==> config.mk <==
export PLATFORM = sky130hd
export DESIGN_NAME = char_lcd_text_writer
export DESIGN_NICKNAME = d
export VERILOG_FILES = /design/src/hw/rtl/lcdtw_pkg.sv /design/src/hw/rtl/lcdtw_fmt.sv /design/src/hw/rtl/char_lcd_text_writer.sv
export VERILOG_INCLUDE_DIRS = /design/src /design/src/hw/rtl
export SDC_FILE = /design/constraint.sdc
export NUM_CORES = 1
export LEC_CHECK = 0
export ABC_AREA = 0
export BUFFER_PORTS_ARGS = -buffer_cell sky130_fd_sc_hd__buf_4
export CORE_UTILIZATION = 52
export CTS_CLUSTER_SIZE = 14
export DETAILED_ROUTE_END_ITERATION = 12
export GPL_TIMING_DRIVEN = 0
export PLACE_DENSITY = 0.77
export SLEW_MARGIN = 20
export SYNTH_ARGS = -nofsm -noshare
export SYNTH_HDL_FRONTEND = slang
export SYNTH_SLANG_ARGS = --single-unit
==> constraint.sdc <==
create_clock -name clk -period 5.8 [get_ports clk]
set_input_delay 0.29 -clock clk [delete_from_list [all_inputs] [get_ports clk]]
set_output_delay 0.29 -clock clk [all_outputs]
set_load 0.01 [all_outputs]
==> src/hw/rtl/char_lcd_text_writer_macros.svh <==
// Assertion macros shared by the text writer RTL.
// Each macro expects clk and rst_n in scope of the using module.
`ifndef CHAR_LCD_TEXT_WRITER_MACROS_SVH
`define CHAR_LCD_TEXT_WRITER_MACROS_SVH

// Same-cycle implication, off during reset.
`define LCDTW_ASSERT_NOW(label, ante, cons, msg) \
  label: assert property (@(posedge clk) disable iff (!rst_n) (ante) |-> (cons)) \
    else $error(msg);

// Next-cycle implication, off during reset.
`define LCDTW_ASSERT_NEXT(label, ante, cons, msg) \
  label: assert property (@(posedge clk) disable iff (!rst_n) (ante) |=> (cons)) \
    else $error(msg);

`endif

==> src/hw/rtl/lcdtw_pkg.sv <==
// Shared types, register codes and constants for the character LCD text writer.
// No dependencies; used by lcdtw_fmt and char_lcd_text_writer.
package lcdtw_pkg;

  localparam int COL_W     = 6;
  localparam int ROW_W     = 2;
  localparam int CURCOL_W  = 7;
  localparam int NCOLS_W   = 6;
  localparam int NROWS_W   = 3;
  localparam int CFG_IDX_W = 1;
  localparam int CFG_DAT_W = 6;

  localparam logic [CFG_IDX_W-1:0] REG_NUM_COLS = 1'd0;
  localparam logic [CFG_IDX_W-1:0] REG_NUM_ROWS = 1'd1;

  localparam logic [NCOLS_W-1:0] NUM_COLS_RST = 6'd16;
  localparam logic [NROWS_W-1:0] NUM_ROWS_RST = 3'd2;

  localparam logic REQ_POSITION = 1'b0;
  localparam logic REQ_CHAR     = 1'b1;

  localparam logic RS_CMD  = 1'b0;
  localparam logic RS_DATA = 1'b1;

  localparam logic [7:0] CMD_SET_ADDR = 8'h80;
  localparam logic [7:0] CH_NEWLINE   = 8'h0A;
  localparam logic [7:0] CH_RETURN    = 8'h0D;

  localparam logic [6:0] ROW1_BASE = 7'h40;
  localparam logic [6:0] ROW2_BASE = 7'h14;
  localparam logic [6:0] ROW3_BASE = 7'h54;

  typedef struct packed {
    logic             req_type;
    logic [COL_W-1:0] col;
    logic [ROW_W-1:0] row;
    logic [7:0]       char_code;
  } lcdtw_in_t;

  typedef struct packed {
    logic       reg_select;
    logic [3:0] nibble;
    logic       last;
  } lcdtw_out_t;

  // One request's bus bytes: one or two bytes, each with its select bit.
  typedef struct packed {
    logic       rs0;
    logic [7:0] byte0;
    logic       rs1;
    logic [7:0] byte1;
    logic       two;
  } lcdtw_job_t;

endpackage

==> src/hw/rtl/lcdtw_fmt.sv <==
// Request formatter: turns one request and the cursor into bus bytes and a new cursor.
// Depends on lcdtw_pkg.
module lcdtw_fmt import lcdtw_pkg::*; (
  input  lcdtw_in_t           req,
  input  logic [CURCOL_W-1:0] cur_col,
  input  logic [ROW_W-1:0]    cur_row,
  input  logic [NCOLS_W-1:0]  num_cols,
  input  logic [NROWS_W-1:0]  num_rows,
  output lcdtw_job_t          job,
  output logic [CURCOL_W-1:0] nxt_col,
  output logic [ROW_W-1:0]    nxt_row
);

  function automatic logic [ROW_W-1:0] fit_row(input logic [NROWS_W-1:0] r,
                                               input logic [NROWS_W-1:0] nrows);
    if (r[2] || r >= nrows) begin
      return '0;
    end
    return r[ROW_W-1:0];
  endfunction

  function automatic logic [7:0] addr_cmd(input logic [CURCOL_W-1:0] c,
                                          input logic [ROW_W-1:0] r);
    logic [6:0] base;
    case (r)
      2'd1:    base = ROW1_BASE;
      2'd2:    base = ROW2_BASE;
      2'd3:    base = ROW3_BASE;
      default: base = '0;
    endcase
    return CMD_SET_ADDR | {1'b0, 7'(c + base)};
  endfunction

  logic                wrap;
  logic [CURCOL_W-1:0] col1;
  logic [ROW_W-1:0]    row1;
  logic [ROW_W-1:0]    pos_row;
  logic [ROW_W-1:0]    nl_row;
  logic [ROW_W-1:0]    cr_row;

  assign wrap    = cur_col >= {1'b0, num_cols};
  assign pos_row = fit_row({1'b0, req.row}, num_rows);
  assign col1    = wrap ? '0 : cur_col;
  assign row1    = wrap ? fit_row(NROWS_W'({1'b0, cur_row} + 3'd1), num_rows) : cur_row;
  assign nl_row  = fit_row(NROWS_W'({1'b0, row1} + 3'd1), num_rows);
  assign cr_row  = fit_row({1'b0, row1}, num_rows);

  always_comb begin
    logic       rs2;
    logic [7:0] byte2;
    job     = '0;
    nxt_col = cur_col;
    nxt_row = cur_row;
    rs2     = RS_CMD;
    byte2   = '0;
    if (req.req_type == REQ_POSITION) begin
      nxt_col   = {1'b0, req.col};
      nxt_row   = pos_row;
      job.rs0   = RS_CMD;
      job.byte0 = addr_cmd({1'b0, req.col}, pos_row);
    end else begin
      // Work out the byte after any wrap, then place it behind the wrap command.
      if (req.char_code == CH_NEWLINE) begin
        nxt_col = col1;
        nxt_row = nl_row;
        byte2   = addr_cmd(col1, nl_row);
      end else if (req.char_code == CH_RETURN) begin
        nxt_col = '0;
        nxt_row = cr_row;
        byte2   = addr_cmd('0, cr_row);
      end else begin
        nxt_col = col1 + 7'd1;
        nxt_row = row1;
        rs2     = RS_DATA;
        byte2   = req.char_code;
      end
      if (wrap) begin
        job.rs0   = RS_CMD;
        job.byte0 = addr_cmd('0, row1);
        job.rs1   = rs2;
        job.byte1 = byte2;
        job.two   = 1'b1;
      end else begin
        job.rs0   = rs2;
        job.byte0 = byte2;
      end
    end
  end

endmodule

==> src/hw/rtl/char_lcd_text_writer.sv <==
// Character LCD text writer top level: input register, formatter, nibble sequencer.
// Depends on lcdtw_pkg, lcdtw_fmt and char_lcd_text_writer_macros.svh.
//
//   channel | direction | handshake         | payload
//   in_     | in        | in_valid/in_stall | lcdtw_in_t (request)
//   out_    | out       | out_valid/out_stall | lcdtw_out_t (one nibble)
//   cfg_    | in        | cfg_we            | cfg_index, cfg_wdata
//
// A request sits in the input register, then is formatted into the job register,
// which sends one nibble a cycle unless out_stall is high: two nibbles for a plain
// request, four when a line wrap adds an address command. The job register frees on
// its last nibble, so the next request loads in the same cycle with no gap.
// Reset: cursor at column 0 row 0, num_cols 16, num_rows 2, both stages empty.
// out_stall holds the current nibble; in_stall is high while the input register
// is full and the job register cannot take its request in that cycle.
`include "char_lcd_text_writer_macros.svh"
module char_lcd_text_writer import lcdtw_pkg::*; (
  input  logic                 clk,
  input  logic                 rst_n,
  input  logic                 in_valid,
  output logic                 in_stall,
  input  lcdtw_in_t            in_data,
  output logic                 out_valid,
  input  logic                 out_stall,
  output lcdtw_out_t           out_data,
  input  logic                 cfg_we,
  input  logic [CFG_IDX_W-1:0] cfg_index,
  input  logic [CFG_DAT_W-1:0] cfg_wdata
);

  logic                in_valid_r;
  lcdtw_in_t           in_req_r;
  logic                job_valid_r;
  lcdtw_job_t          job_r;
  logic [1:0]          idx_r;
  logic [CURCOL_W-1:0] col_r;
  logic [ROW_W-1:0]    row_r;
  logic [NCOLS_W-1:0]  num_cols_r;
  logic [NROWS_W-1:0]  num_rows_r;

  lcdtw_job_t          job_nxt;
  logic [CURCOL_W-1:0] col_nxt;
  logic [ROW_W-1:0]    row_nxt;

  logic in_acc;
  logic out_acc;
  logic job_done;
  logic job_free;
  logic load;
  logic cur_last;
  logic [7:0] cur_byte;

  lcdtw_fmt u_fmt (
    .req      (in_req_r),
    .cur_col  (col_r),
    .cur_row  (row_r),
    .num_cols (num_cols_r),
    .num_rows (num_rows_r),
    .job      (job_nxt),
    .nxt_col  (col_nxt),
    .nxt_row  (row_nxt)
  );

  assign cur_last = idx_r == {job_r.two, 1'b1};
  assign out_acc  = job_valid_r && !out_stall;
  assign job_done = out_acc && cur_last;
  assign job_free = !job_valid_r || job_done;
  assign load     = in_valid_r && job_free;
  assign in_stall = in_valid_r && !job_free;
  assign in_acc   = in_valid && !in_stall;

  assign cur_byte            = idx_r[1] ? job_r.byte1 : job_r.byte0;
  assign out_valid           = job_valid_r;
  assign out_data.reg_select = idx_r[1] ? job_r.rs1 : job_r.rs0;
  assign out_data.nibble     = idx_r[0] ? cur_byte[3:0] : cur_byte[7:4];
  assign out_data.last       = cur_last;

  // Configuration registers.
  always_ff @(posedge clk) begin
    if (!rst_n) begin
      num_cols_r <= NUM_COLS_RST;
      num_rows_r <= NUM_ROWS_RST;
    end else if (cfg_we) begin
      case (cfg_index)
        REG_NUM_COLS: num_cols_r <= cfg_wdata[NCOLS_W-1:0];
        REG_NUM_ROWS: num_rows_r <= cfg_wdata[NROWS_W-1:0];
        default: ;
      endcase
    end
  end

  // Input register.
  always_ff @(posedge clk) begin
    if (!rst_n) begin
      in_valid_r <= 1'b0;
    end else if (in_acc) begin
      in_valid_r <= 1'b1;
    end else if (load) begin
      in_valid_r <= 1'b0;
    end
  end

  always_ff @(posedge clk) begin
    if (in_acc) begin
      in_req_r <= in_data;
    end
  end

  // Cursor advances when a request moves into the job register.
  always_ff @(posedge clk) begin
    if (!rst_n) begin
      col_r <= '0;
      row_r <= '0;
    end else if (load) begin
      col_r <= col_nxt;
      row_r <= row_nxt;
    end
  end

  // Job register and nibble index.
  always_ff @(posedge clk) begin
    if (!rst_n) begin
      job_valid_r <= 1'b0;
      idx_r       <= '0;
    end else if (load) begin
      job_valid_r <= 1'b1;
      idx_r       <= '0;
    end else if (job_done) begin
      job_valid_r <= 1'b0;
      idx_r       <= '0;
    end else if (out_acc) begin
      idx_r <= idx_r + 2'd1;
    end
  end

  always_ff @(posedge clk) begin
    if (load) begin
      job_r <= job_nxt;
    end
  end

  `LCDTW_ASSERT_NOW(a_one_byte_idx, job_valid_r && !job_r.two, !idx_r[1], "index past job end")
  `LCDTW_ASSERT_NEXT(a_cursor_hold, !load, $stable(col_r) && $stable(row_r), "cursor moved")
  `LCDTW_ASSERT_NEXT(a_no_gap, job_done && in_valid_r, out_valid, "gap behind finished job")
  `LCDTW_ASSERT_NOW(a_stall_busy, in_stall, in_valid_r && out_valid, "stall with output idle")

endmodule
==> reports/results.env, run 1 <==
RESULT_OF_THE_RUN='completed'
CLK_ROOT_BUFFER_CELL='clkbuf_8'
GRT-OVFL-TOTAL=0
WORST-ENDPOINT-REQUIRED_PS=5960
FINALINSTANCEAREA_UM2=3914
ROUTED-VIA-COUNT=2694
TIMING.RR.END='job_r[14]$_DFFE_PP_'
FINAL_CELLS=454
FINALHOLDVIOLCOUNT=0
HOLDBUFCOUNTCTS=0
MAPPEDNETLISTNETS=382
TOTAL_SWITCHING_POWER_mW=0.2918
R2R.WORST_PATH.CELLS=18
GP_CONGESTION=0.9296
SYN-MEAN-INSTANCE-AREA_UM2=10.26
SHARE_OF_THE_SYNTHESIZED_AREA_IN_THE_TOP_CELL_TYPE=0.3231
SETUP_VIOL_COUNT_FINAL=0
DP_HPWL_MM=5.857
POST_DP_CELL_AREA_UM2=3724
WL_PER_CELL_UM=17.08
HTREEDEPTH=3
CTS_BUFFERS=9
DRV_CAP=0
GRT_SETUP_UNREPAIRED='false'
GRT_START_MAX_NET_PINS=29
YOSYS-TOP-CELLS-AREA='edfxtp_1 32%, dfxtp_1 13%, ha_1 10%, nor2_1 3.3%, a21oi_1 2.8%'
SYNTH_EDF_COUNT=36
WORST-SLEW-PIN-TRANSITION_PS=594.8
ROUTED_WL_MM=7.754
FIN_SKEW_PS=12.82
WORSTSETUPSTARTPOINTTYPE='register'
POWER_REPORT.INTERNAL_TOTAL_mW=0.7453
POWER.SHARE.SEQUENTIAL=0.471
YOSYSTOPAREACELL='edfxtp_1'
TIMING.CRITICAL_PATH.TO_TYPE='register'
SYNTH-SEQ-AREA-SHARE=0.4547
CTS_SETUP_BUFFERS=0
POST_SYNTH_INSTANCE_AREA_UM2=3346
CORE_AREA_UM2=6061
TRITONCTS_NUM_SINKS=58
FIRST_PASS_GRT_WIRE_LENGTH_MM=12.64
POSTCTSRESIZEDCELLS=0
FLOW.AREA_GROWTH_FROM_SYNTHESIS_PCT=16.98
CRITPATHLAUNCH='col_r[0]$_SDFFE_PN0P_'
CRIT_FANOUT=8
SETUP_TNS_PS=0
DIEHEIGHT_UM=82.21
DRT_DRC_VIOLATIONS_LEFT=0
POST-ROUTE-MIN-PERIOD_PS=4779
IO_BUFFER_COUNT=36
DIE-WIDTH_UM=82.21
YS_TOP_CELLS_BY_COUNT='36 x edfxtp_1, 29 x nor2_1, 27 x ha_1'
POSTSYNTHCELLCOUNT=326
DETAIL_ROUTE.ITER0.VIOLATIONS=191
ROW_COUNT=28
FINAL_NETS=430
MAXIMUM_VDD_DROP_mV=0.1670
GRT_USAGE=0.2591
CRIT_TYPE='register to register'
POWER.SHARE.SWITCHING=0.2814
MIN_PERIOD_OVER_PERIOD=0.8240
POSTSYNTH.TOPFLOPCELL='edfxtp_1'
CLOCK_POWER_SHARE=0.336
WORST_EP_ARRIVAL_TIME_PS=4940
CRITICAL_PATH.REG2REG.STARTPOINT='col_r[0]$_SDFFE_PN0P_'
DIE_FOOTPRINT_UM2=6758
INITIAL_CORE_UTIL=0.5520
POSTSYNTHREGISTERBITS=58
WORST_SKEW_PAIR.LATE_LATENCY_PS=350
FLOORPLAN.IO_PINS=37
CRIT_END='job_r[14]$_DFFE_PP_'
POWER.DENSITY_nW_PER_UM2=265.0
PWR-SHARE-COMB=0.193
ANTENNA_CELLS_INSERTED=0
RELSLEWSLACK=0.6035
R2R_SETUP_SLACK_PS=1020
CTS_TREE='yes'
FINALMAXSLEWVIOLATIONS=0
GRT_ANTENNA_BEFORE_REPAIR=0
CLKSLEWWORSTSETUPHOLDPATHS_PS=60
ANTENNA_VIOLATING_NETS_POST_ROUTE=0
YOSYSWARNINGCOUNT=0
CLOCKBUFFERDEPTH=2
CLOCK.FMAX_MHz=209.3
DRIVE_ABOVE_1_SHARE=0.1926
DRTPASS1ITERATIONS=6
VIAS_PER_CELL=5.934
TOTAL_LEAKAGE_POWER_nW=1.631
PLACE.DETAILED.INSTANCES=438
FIRST_GLOBAL_VIAS=2631
YOSYS.CELL_COUNT.TOP_TYPE='edfxtp_1'
HOLD_PATH_CLASS='input pin to register'
ASYNC_RESET_FF_FRAC=0
YS_TYPES=55
[cells by family after synthesis]
group | share of synthesized area
multiplexers | 0.04563
flip-flops | 0.4547
buffers and inverters | 0.03590
AO/OA/AOI/OAI | 0.1717
XOR/XNOR | 0.02094
AND/OR/NAND/NOR | 0.1702
adder cells (fa/ha/maj) | 0.1010
[critical path, stage by stage (launching register included)]
cell and delay [ps]:
dfxtp_1 440, inv_1 110, ha_1 290, nand2b_1 150
a211o_1 360, a21o_1 310, a21oi_1 400, inv_1 180
ha_1 320, nand2b_1 140, a21o_1 170, a211o_1 340
nor2_1 260, ha_1 240, ha_1 180, xor2_1 150
a21oi_1 120, a31o_2 250, o21ai_1 180
[layer usage]
metal,GRT usage,wire length [µm]
met5,0,0
met2,0.4471,3835
met3,0.04396,452
met4,0.1175,218
met1,0.3150,3248
[sequential cells by signal (all words and copies together) (netlist names)]
name / cells
col_r: 7
idx_r: 2
in_req_r: 17
in_valid_r: 1
job_r: 19
num_cols_r: 6
num_rows_r: 3
out_valid: 1
row_r: 2
[power by group through the flow]
stage | Clock, mW | Combinational [mW] | Sequential (mW)
after floorplan | 0 | 0.136 | 0.489
after CTS | 0.353 | 0.199 | 0.488
after detailed placement | 0 | 0.198 | 0.497
after global placement | 0 | 0.191 | 0.495
after global routing | 0.371 | 0.224 | 0.491
final | 0.348 | 0.201 | 0.488
[layout make-up]
type                       instances  area (µm²)
clock buffer                      12       166.4
tap                               75       93.84
fill                             498        2147
inverter                          19       71.32
sequential                        58        1521
multi-input combinational        238        1707
timing repair buffer              37       281.5
buffer                            11       48.80
clock inverter                     4       23.77
[per-stage QoR]
step                      total power [mW]  hold slack (ps)  utilization  setup slack (ps)
final                                1.037            121.9       0.6457              1021
after floorplan                     0.6247            388.9            -              1679
after CTS                            1.040            112.4       0.6457              1090
after global routing                 1.086            110.1       0.6457             710.3
after global placement              0.6864            456.2       0.6121              1163
after detailed placement            0.6942            468.2       0.6144              1136
[how the worst min path moves through the flow]
stage	startpoint	to	slack, ps	cells after the start
2_1_floorplan	in_data[0]	in_req_r[0]$_DFFE_PP_	390	0
3_3_place_gp	num_rows_r[1]$_SDFFE_PN1P_	num_rows_r[1]$_SDFFE_PN1P_	460	2
3_5_place_dp	num_rows_r[1]$_SDFFE_PN1P_	num_rows_r[1]$_SDFFE_PN1P_	470	2
4_1_cts	in_data[14]	in_req_r[14]$_DFFE_PP_	110	1
5_1_grt	in_data[14]	in_req_r[14]$_DFFE_PP_	110	1
6_report	in_data[10]	in_req_r[10]$_DFFE_PP_	120	1
[cell usage in the layout (no fill, tap or decap), types with 7 or more instances in the layout]
cell type,count
o21a_1,7
ha_1,27
dfxtp_1,22
inv_1,19
nor2_1,29
nand3_1,13
buf_4,37
clkbuf_1,8
o21ai_0,11
a31oi_1,7
nand2_1,23
edfxtp_1,36
clkbuf_8,10
nor2b_1,8
and2_1,8
a21oi_1,19
(Power assumes the default switching activity.)
==> run 2: changes to the inputs <==
==> constraint.sdc (replaced) <==
create_clock -name clk -period 4.9 [get_ports clk]
set_input_delay 0.245 -clock clk [delete_from_list [all_inputs] [get_ports clk]]
set_output_delay 0.245 -clock clk [all_outputs]
set_load 0.01 [all_outputs]
==> run 2 against run 1 <==
  * Maximum frequency grew 4.9%
  * Sequential cell count is the same
  * Combinational power grew 20%
  * Global-route usage is the same
  * Non-clock buffer count is the same
  * Critical path depth is the same
  * Utilization grew 0.14 points
  * Hold slack lost 46 ps
==> reports/results.env, run 2 (same netlist as run 1, synthesis figures left out) <==
GRT_ANTENNA_BEFORE_REPAIR=0
CTS_TREE='yes'
CELL_WITH_THE_LARGEST_STAGE_DELAY_ON_THE_WORST_PATH='dfxtp_2'
CTS_BUFFERS=9
FIRST_GLOBAL_VIAS=2631
SEQUENTIAL_CELL_AREA_UM2=1523
TIMING.CRITICAL_PATH.TO_TYPE='register'
DETAIL_ROUTE.ITER0.VIOLATIONS=215
R2R_SETUP_SLACK_PS=340
CLKSLEWWORSTSETUPHOLDPATHS_PS=60
MIN_PERIOD_OVER_PERIOD=0.9299
ANTENNA_VIOLATING_NETS_POST_ROUTE=0
CRIT_END='job_r[14]$_DFFE_PP_'
LARGESTREGISTERS='job_r (19), in_req_r (17), col_r (7)'
GRT_USAGE=0.2591
DIEHEIGHT_UM=82.21
TOTAL_LEAKAGE_POWER_nW=1.630
FLOORPLAN.IO_PINS=37
CRIT_TYPE='register to register'
ANTENNA_CELLS_INSERTED=0
FINALMAXSLEWVIOLATIONS=0
POWER.DENSITY_nW_PER_UM2=314.2
MET2_WIRELENGTH_MM=3.898
CRIT_BUF_INV=2
DIE_FOOTPRINT_UM2=6758
POST-ROUTE-UTIL=0.6472
TIMING.RR.END='job_r[14]$_DFFE_PP_'
CLOCK.FMAX_MHz=219.5
CRIT_CHAIN='inv_1, ha_1, nand2b_1, a211o_1, a21o_2, mux2_2, ha_1, inv_1, ha_1, a21o_1, a211o_1, nor2_2, ha_1, ha_1, xor2_1, a21oi_1, a31o_2, o21ai_1'
HOLD_PATH_CLASS='input pin to register'
WORSTSETUPPATHDEPTH=18
FINAL_NETS=430
CRITPATHLAUNCH='col_r[0]$_SDFFE_PN0P_'
LAYOUT.FILLER_CELLS=496
LARGEST_REGISTER_FF_COUNT=19
RESULT_OF_THE_RUN='completed'
GRT_START_MAX_NET_PINS=29
CRIT_TOP_CELL='ha_1'
CRITICAL_PATH.REG2REG.STARTPOINT='col_r[0]$_SDFFE_PN0P_'
RELSLEWSLACK=0.6016
MAXIMUM_VDD_DROP_mV=0.1972
CRIT_FANOUT=8
ROUTED-VIA-COUNT=2709
CLOCKBUFFERDEPTH=2
DRIVE_ABOVE_1_SHARE=0.2032
DRT-MET1-WL_MM=3.296
WORST_EP_ARRIVAL_TIME_PS=4720
WORST-SLEW-PIN-TRANSITION_PS=597.6
CORE_AREA_UM2=6061
MET3ROUTEDLENGTH_UM=397
WL_PER_CELL_UM=17.12
LAYOUT_COMMONEST_CELL='buf_4'
POST-ROUTE-MIN-PERIOD_PS=4557
MOSTFREQUENTLAYOUTCELLS='37 x buf_4, 36 x edfxtp_1, 28 x nor2_1, 27 x ha_1, 23 x nand2_1'
FLOW.AREA_GROWTH_FROM_SYNTHESIS_PCT=17.24
WORST_SKEW_PAIR.LATE_LATENCY_PS=350
DIE-WIDTH_UM=82.21
ROW_COUNT=28
WORSTSETUPSTARTPOINTTYPE='register'
INITIAL_CORE_UTIL=0.5520
GP_CONGESTION=0.9296
GRT-OVFL-TOTAL=0
HOLDBUFCOUNTCTS=0
MAX_FLOP_REGISTER='job_r'
HOLD_WS_PS=76.29
GRT_SETUP_UNREPAIRED='false'
HTREEDEPTH=3
SETUP_TNS_PS=0
WORST_PATH_LARGEST_CELL_DELAY_PS=390
DRV_CAP=0
FIN_SKEW_PS=11.66
IO_BUFFER_COUNT=36
R2R.WORST_PATH.CELLS=18
WORST-ENDPOINT-REQUIRED_PS=5060
DRT_DRC_VIOLATIONS_LEFT=0
FINALHOLDVIOLCOUNT=0
DP_HPWL_MM=5.857
SETUP_VIOL_COUNT_FINAL=0
VIAS_PER_CELL=5.967
TRITONCTS_NUM_SINKS=58
TOP_SIGNAL_LAYER_USED='met4'
CRITICAL_PATH.TOP_DELAY_FAMILY='compound AO/OA/AOI/OAI gates'
FIRST_PASS_GRT_WIRE_LENGTH_MM=12.64
DRTPASS1ITERATIONS=5
CLK_ROOT_BUFFER_CELL='clkbuf_8'
ROUTED_WL_MM=7.771
MULTI_INPUT_AREA_UM2=1714
[run 2: worst reg2reg max path: stages, from the launching register on]
cell and delay, ps:
dfxtp_2 390, inv_1 90, ha_1 280, nand2b_1 150, a211o_1 360, a21o_2 310
mux2_2 360, ha_1 330, inv_1 50, ha_1 260, a21o_1 150, a211o_1 340
nor2_2 190, ha_1 210, ha_1 180, xor2_1 160, a21oi_1 130, a31o_2 250
o21ai_1 180
[run 2: worst min-delay path by stage]
stage	startpoint	end	depth (start not counted)
4_1_cts	in_data[14]	in_req_r[14]$_DFFE_PP_	1
2_1_floorplan	in_data[0]	in_req_r[0]$_DFFE_PP_	0
6_report	in_data[10]	in_req_r[10]$_DFFE_PP_	1
3_5_place_dp	in_data[2]	in_req_r[2]$_DFFE_PP_	1
5_1_grt	in_data[14]	in_req_r[14]$_DFFE_PP_	1
3_3_place_gp	in_data[15]	in_req_r[15]$_DFFE_PP_	1
[run 2: final cells by class]
type | instances | area share
multi-input combinational | 238 | 0.4370
sequential | 58 | 0.3882
timing repair buffer | 37 | 0.07177
clock buffer | 12 | 0.04242
tap | 75 | 0.02392
inverter | 19 | 0.01818
buffer | 11 | 0.01244
clock inverter | 4 | 0.006061
[run 2: what timing repair did]
item,4_1_cts,5_1_grt
buffers inserted,0,0
setup endpoints to repair,0,5
gates resized for setup,0,4
[run 2: metrics by stage]
| step | power [mW] | instance area [µm²] | std cells | setup slack [ps] |
|---|---|---|---|---|
| final | 1.233 | 3923 | 454 | 343.3 |
| after global routing | 1.290 | 3923 | 454 | 63.97 |
| after floorplan | 0.7395 | 3346 | 326 | 779.2 |
| after detailed placement | 0.8217 | 3724 | 438 | 235.9 |
| after CTS | 1.231 | 3914 | 454 | 190.2 |
| after global placement | 0.8125 | 3710 | 437 | 263.3 |
[run 2: routing by layer]
| metal | vias to the layer above | track usage |
|---|---|---|
| met2 | 96 | 0.4471 |
| li1 | 1301 | - |
| met4 | 0 | 0.1175 |
| met5 | - | 0 |
| met3 | 19 | 0.04396 |
| met1 | 1293 | 0.3150 |
[run 2: report_power, final]
part	internal [mW]	switching, mW
registers	0.554	0.0239
clock network	0.226	0.187
logic	0.104	0.138
==> run 3: changes to the inputs <==
--- a/config.mk
+++ b/config.mk
@@ -12,7 +12,7 @@
 export CTS_CLUSTER_SIZE = 14
 export DETAILED_ROUTE_END_ITERATION = 12
 export GPL_TIMING_DRIVEN = 0
-export PLACE_DENSITY = 0.77
+export PLACE_DENSITY = 0.72
 export SLEW_MARGIN = 20
 export SYNTH_ARGS = -nofsm -noshare
 export SYNTH_HDL_FRONTEND = slang
==> run 3 against run 2 <==
  * Clock power grew 5.6%
  * Die area is the same
  * Count of clock-buffer cells in the layout increased by 1
  * Clock skew decreased by 3.7 ps
  * Maximum frequency decreased by 1.0%
  * Largest power group unchanged
  * Critical path type unchanged
  * Via count shrank 0.26%
  * Final area barely moved
  * Worst setup slack worse by 47 ps
  * Routed wire length unchanged
  * Sequential share of layout area about the same
==> reports/results.env, run 3 (same netlist as run 1, synthesis figures left out) <==
DETAIL_ROUTE.ITER0.VIOLATIONS=273
ROW_COUNT=28
RESULT_OF_THE_RUN='completed'
FLOORPLAN.IO_PINS=37
DRIVE_ABOVE_1_SHARE=0.1979
SETUP_VIOL_COUNT_FINAL=0
GRT_USAGE=0.2579
POWER.SHARE.SWITCHING=0.2791
HOLD_PATH_CLASS='input pin to register'
ROUTED-VIA-COUNT=2702
GRT_SETUP_UNREPAIRED='false'
GRT-OVFL-TOTAL=0
POWER_REPORT.INTERNAL_TOTAL_mW=0.9056
CTS_SETUP_BUFFERS=0
CTS_TREE='yes'
WORST-SLEW-PIN-TRANSITION_PS=576.6
CLOCK.FMAX_MHz=217.2
LARGEST_REGISTER_FF_COUNT=19
FINALHOLDVIOLCOUNT=0
PLACE.DETAILED.INSTANCES=438
TRITONCTS_NUM_SINKS=58
RELSLEWSLACK=0.6156
MIN_PERIOD_OVER_PERIOD=0.9395
CLOCK_POWER_SHARE=0.347
SEQUENTIAL_CELL_AREA_UM2=1523
GRT_ANTENNA_BEFORE_REPAIR=0
WORST-ENDPOINT-REQUIRED_PS=4970
FINALMAXSLEWVIOLATIONS=0
POWER.DENSITY_nW_PER_UM2=320.3
INITIAL_CORE_UTIL=0.5520
ROUTED_WL_MM=7.771
CRITICAL_PATH.TOP_DELAY_FAMILY='compound AO/OA/AOI/OAI gates'
LARGESTREGISTERS='job_r (19), in_req_r (17), col_r (7)'
LAYOUT_COMMONEST_CELL='buf_4'
CRIT_TOP_CELL='ha_1'
CTS_BUFFERS=9
HTREEDEPTH=3
DRT_DRC_VIOLATIONS_LEFT=0
POST_DP_CELL_AREA_UM2=3724
TOTAL_SWITCHING_POWER_mW=0.3505
CELL_WITH_THE_LARGEST_STAGE_DELAY_ON_THE_WORST_PATH='dfxtp_1'
FIRST_PASS_GRT_WIRE_LENGTH_MM=12.40
TIMING.CRITICAL_PATH.TO_TYPE='register'
VIAS_PER_CELL=5.952
FIN_SKEW_PS=7.967
FINAL_NETS=430
FINALINSTANCEAREA_UM2=3921
DRV_CAP=0
MAXIMUM_VDD_DROP_mV=0.1650
MULTI_INPUT_AREA_UM2=1714
DP_HPWL_MM=5.700
TOTAL_LEAKAGE_POWER_nW=1.626
WORSTSETUPPATHDEPTH=18
PWR-SHARE-COMB=0.193
SETUP_TNS_PS=0
FINAL_CELLS=454
CRIT_CHAIN='ha_1, a21o_1, a211o_1, a21o_2, mux2_2, ha_1, inv_1, ha_1, a21o_1, a211o_1, nor2_2, ha_1, ha_1, a21oi_1, nor2b_1, a21oi_1, mux2i_1, a31oi_1'
FIN_TOTAL_PWR_mW=1.256
DRTPASS1ITERATIONS=5
FIRST_GLOBAL_VIAS=2563
POWER.SHARE.SEQUENTIAL=0.460
WORSTHOLDPATHCELLS=1
CRIT_TYPE='register to register'
GRT_START_MAX_NET_PINS=29
WL_PER_CELL_UM=17.12
ANTENNA_CELLS_INSERTED=0
POST-ROUTE-MIN-PERIOD_PS=4604
DIE_FOOTPRINT_UM2=6758
IO_BUFFER_COUNT=36
CLK_ROOT_BUFFER_CELL='clkbuf_8'
WORST_SKEW_PAIR.LATE_LATENCY_PS=350
MAX_FLOP_REGISTER='job_r'
R2R.WORST_PATH.CELLS=18
DIEHEIGHT_UM=82.21
WORSTSETUPSTARTPOINTTYPE='register'
GP_CONGESTION=0.9435
WORST_PATH_LARGEST_CELL_DELAY_PS=430
CORE_AREA_UM2=6061
CRIT_FANOUT=8
CLOCKBUFFERDEPTH=2
MOSTFREQUENTLAYOUTCELLS='37 x buf_4, 36 x edfxtp_1, 28 x nor2_1, 27 x ha_1, 23 x nand2_1'
WORST_EP_ARRIVAL_TIME_PS=4670
CRIT_BUF_INV=1
ANTENNA_VIOLATING_NETS_POST_ROUTE=0
LAYOUT.FILLER_CELLS=504
FLOW.AREA_GROWTH_FROM_SYNTHESIS_PCT=17.20
CLKSLEWWORSTSETUPHOLDPATHS_PS=70
DIE-WIDTH_UM=82.21
## run 3: cell types whose count changed in the layout (fill, tap and decap cells not counted)
| cell | change |
|---|---|
| clkbuf_1 | +2 |
| clkinv_2 | -1 |
| bufinv_16 | +1 |
| clkinv_4 | -1 |
| clkbuf_16 | -1 |
## run 3: what timing repair did
| item | CTS | global route |
|---|---|---|
| setup endpoints to repair | 0 | 6 |
| gates resized for setup | 0 | 4 |
| hold buffers | 0 | 0 |
## run 3: through the flow
stage               hold slack [ps]  setup slack, ps    util
finish                        67.05            296.5  0.6470
global route                  53.09            23.68  0.6470
CTS                           59.16            118.9  0.6455
detailed placement            424.3            150.1  0.6144
global placement              423.0            216.8  0.6121
floorplan                     343.9            779.2       -
## run 3: power by group through the flow
stage	logic (mW)	clock network (mW)	registers (mW)
2_1_floorplan	0.161	0	0.579
3_3_place_gp	0.226	0	0.587
3_5_place_dp	0.235	0	0.588
4_1_cts	0.236	0.441	0.578
5_1_grt	0.270	0.464	0.582
6_report	0.242	0.436	0.578
## run 3: final cells by class
type | count | area share
sequential | 58 | 0.3883
buffer | 11 | 0.01244
inverter | 19 | 0.01819
multi-input combinational | 238 | 0.4371
clock inverter | 3 | 0.01021
tap | 75 | 0.02393
clock buffer | 13 | 0.03797
timing repair buffer | 37 | 0.07179
## run 3: worst paths after layout
kind / to / slack, ps / from
hold reg to reg: col_r[6]$_SDFFE_PN0P_ / 470 / col_r[6]$_SDFFE_PN0P_
setup / recovery: job_r[16]$_DFFE_PP_ / 300 / col_r[4]$_SDFFE_PN0P_
setup reg to reg: job_r[16]$_DFFE_PP_ / 300 / col_r[4]$_SDFFE_PN0P_
hold / removal: in_req_r[9]$_DFFE_PP_ / 70 / in_data[9]
## run 3: metal layers
layer,global-route usage,vias up,share of wire
met5,0,-,0
met4,0.1281,0,0.027
met1,0.3278,1261,0.42
met3,0.05934,20,0.079
met2,0.4107,119,0.47
li1,-,1302,-
## run 3: worst reg2reg max path, cell delays in order (launching register included)
cell and delay [ps]:
dfxtp_1 430, ha_1 280, a21o_1 190, a211o_1 360, a21o_2 290, mux2_2 380
ha_1 340, inv_1 50, ha_1 270, a21o_1 160, a211o_1 350, nor2_2 200
ha_1 210, ha_1 180, a21oi_1 80, nor2b_1 150, a21oi_1 80, mux2i_1 190
a31oi_1 140
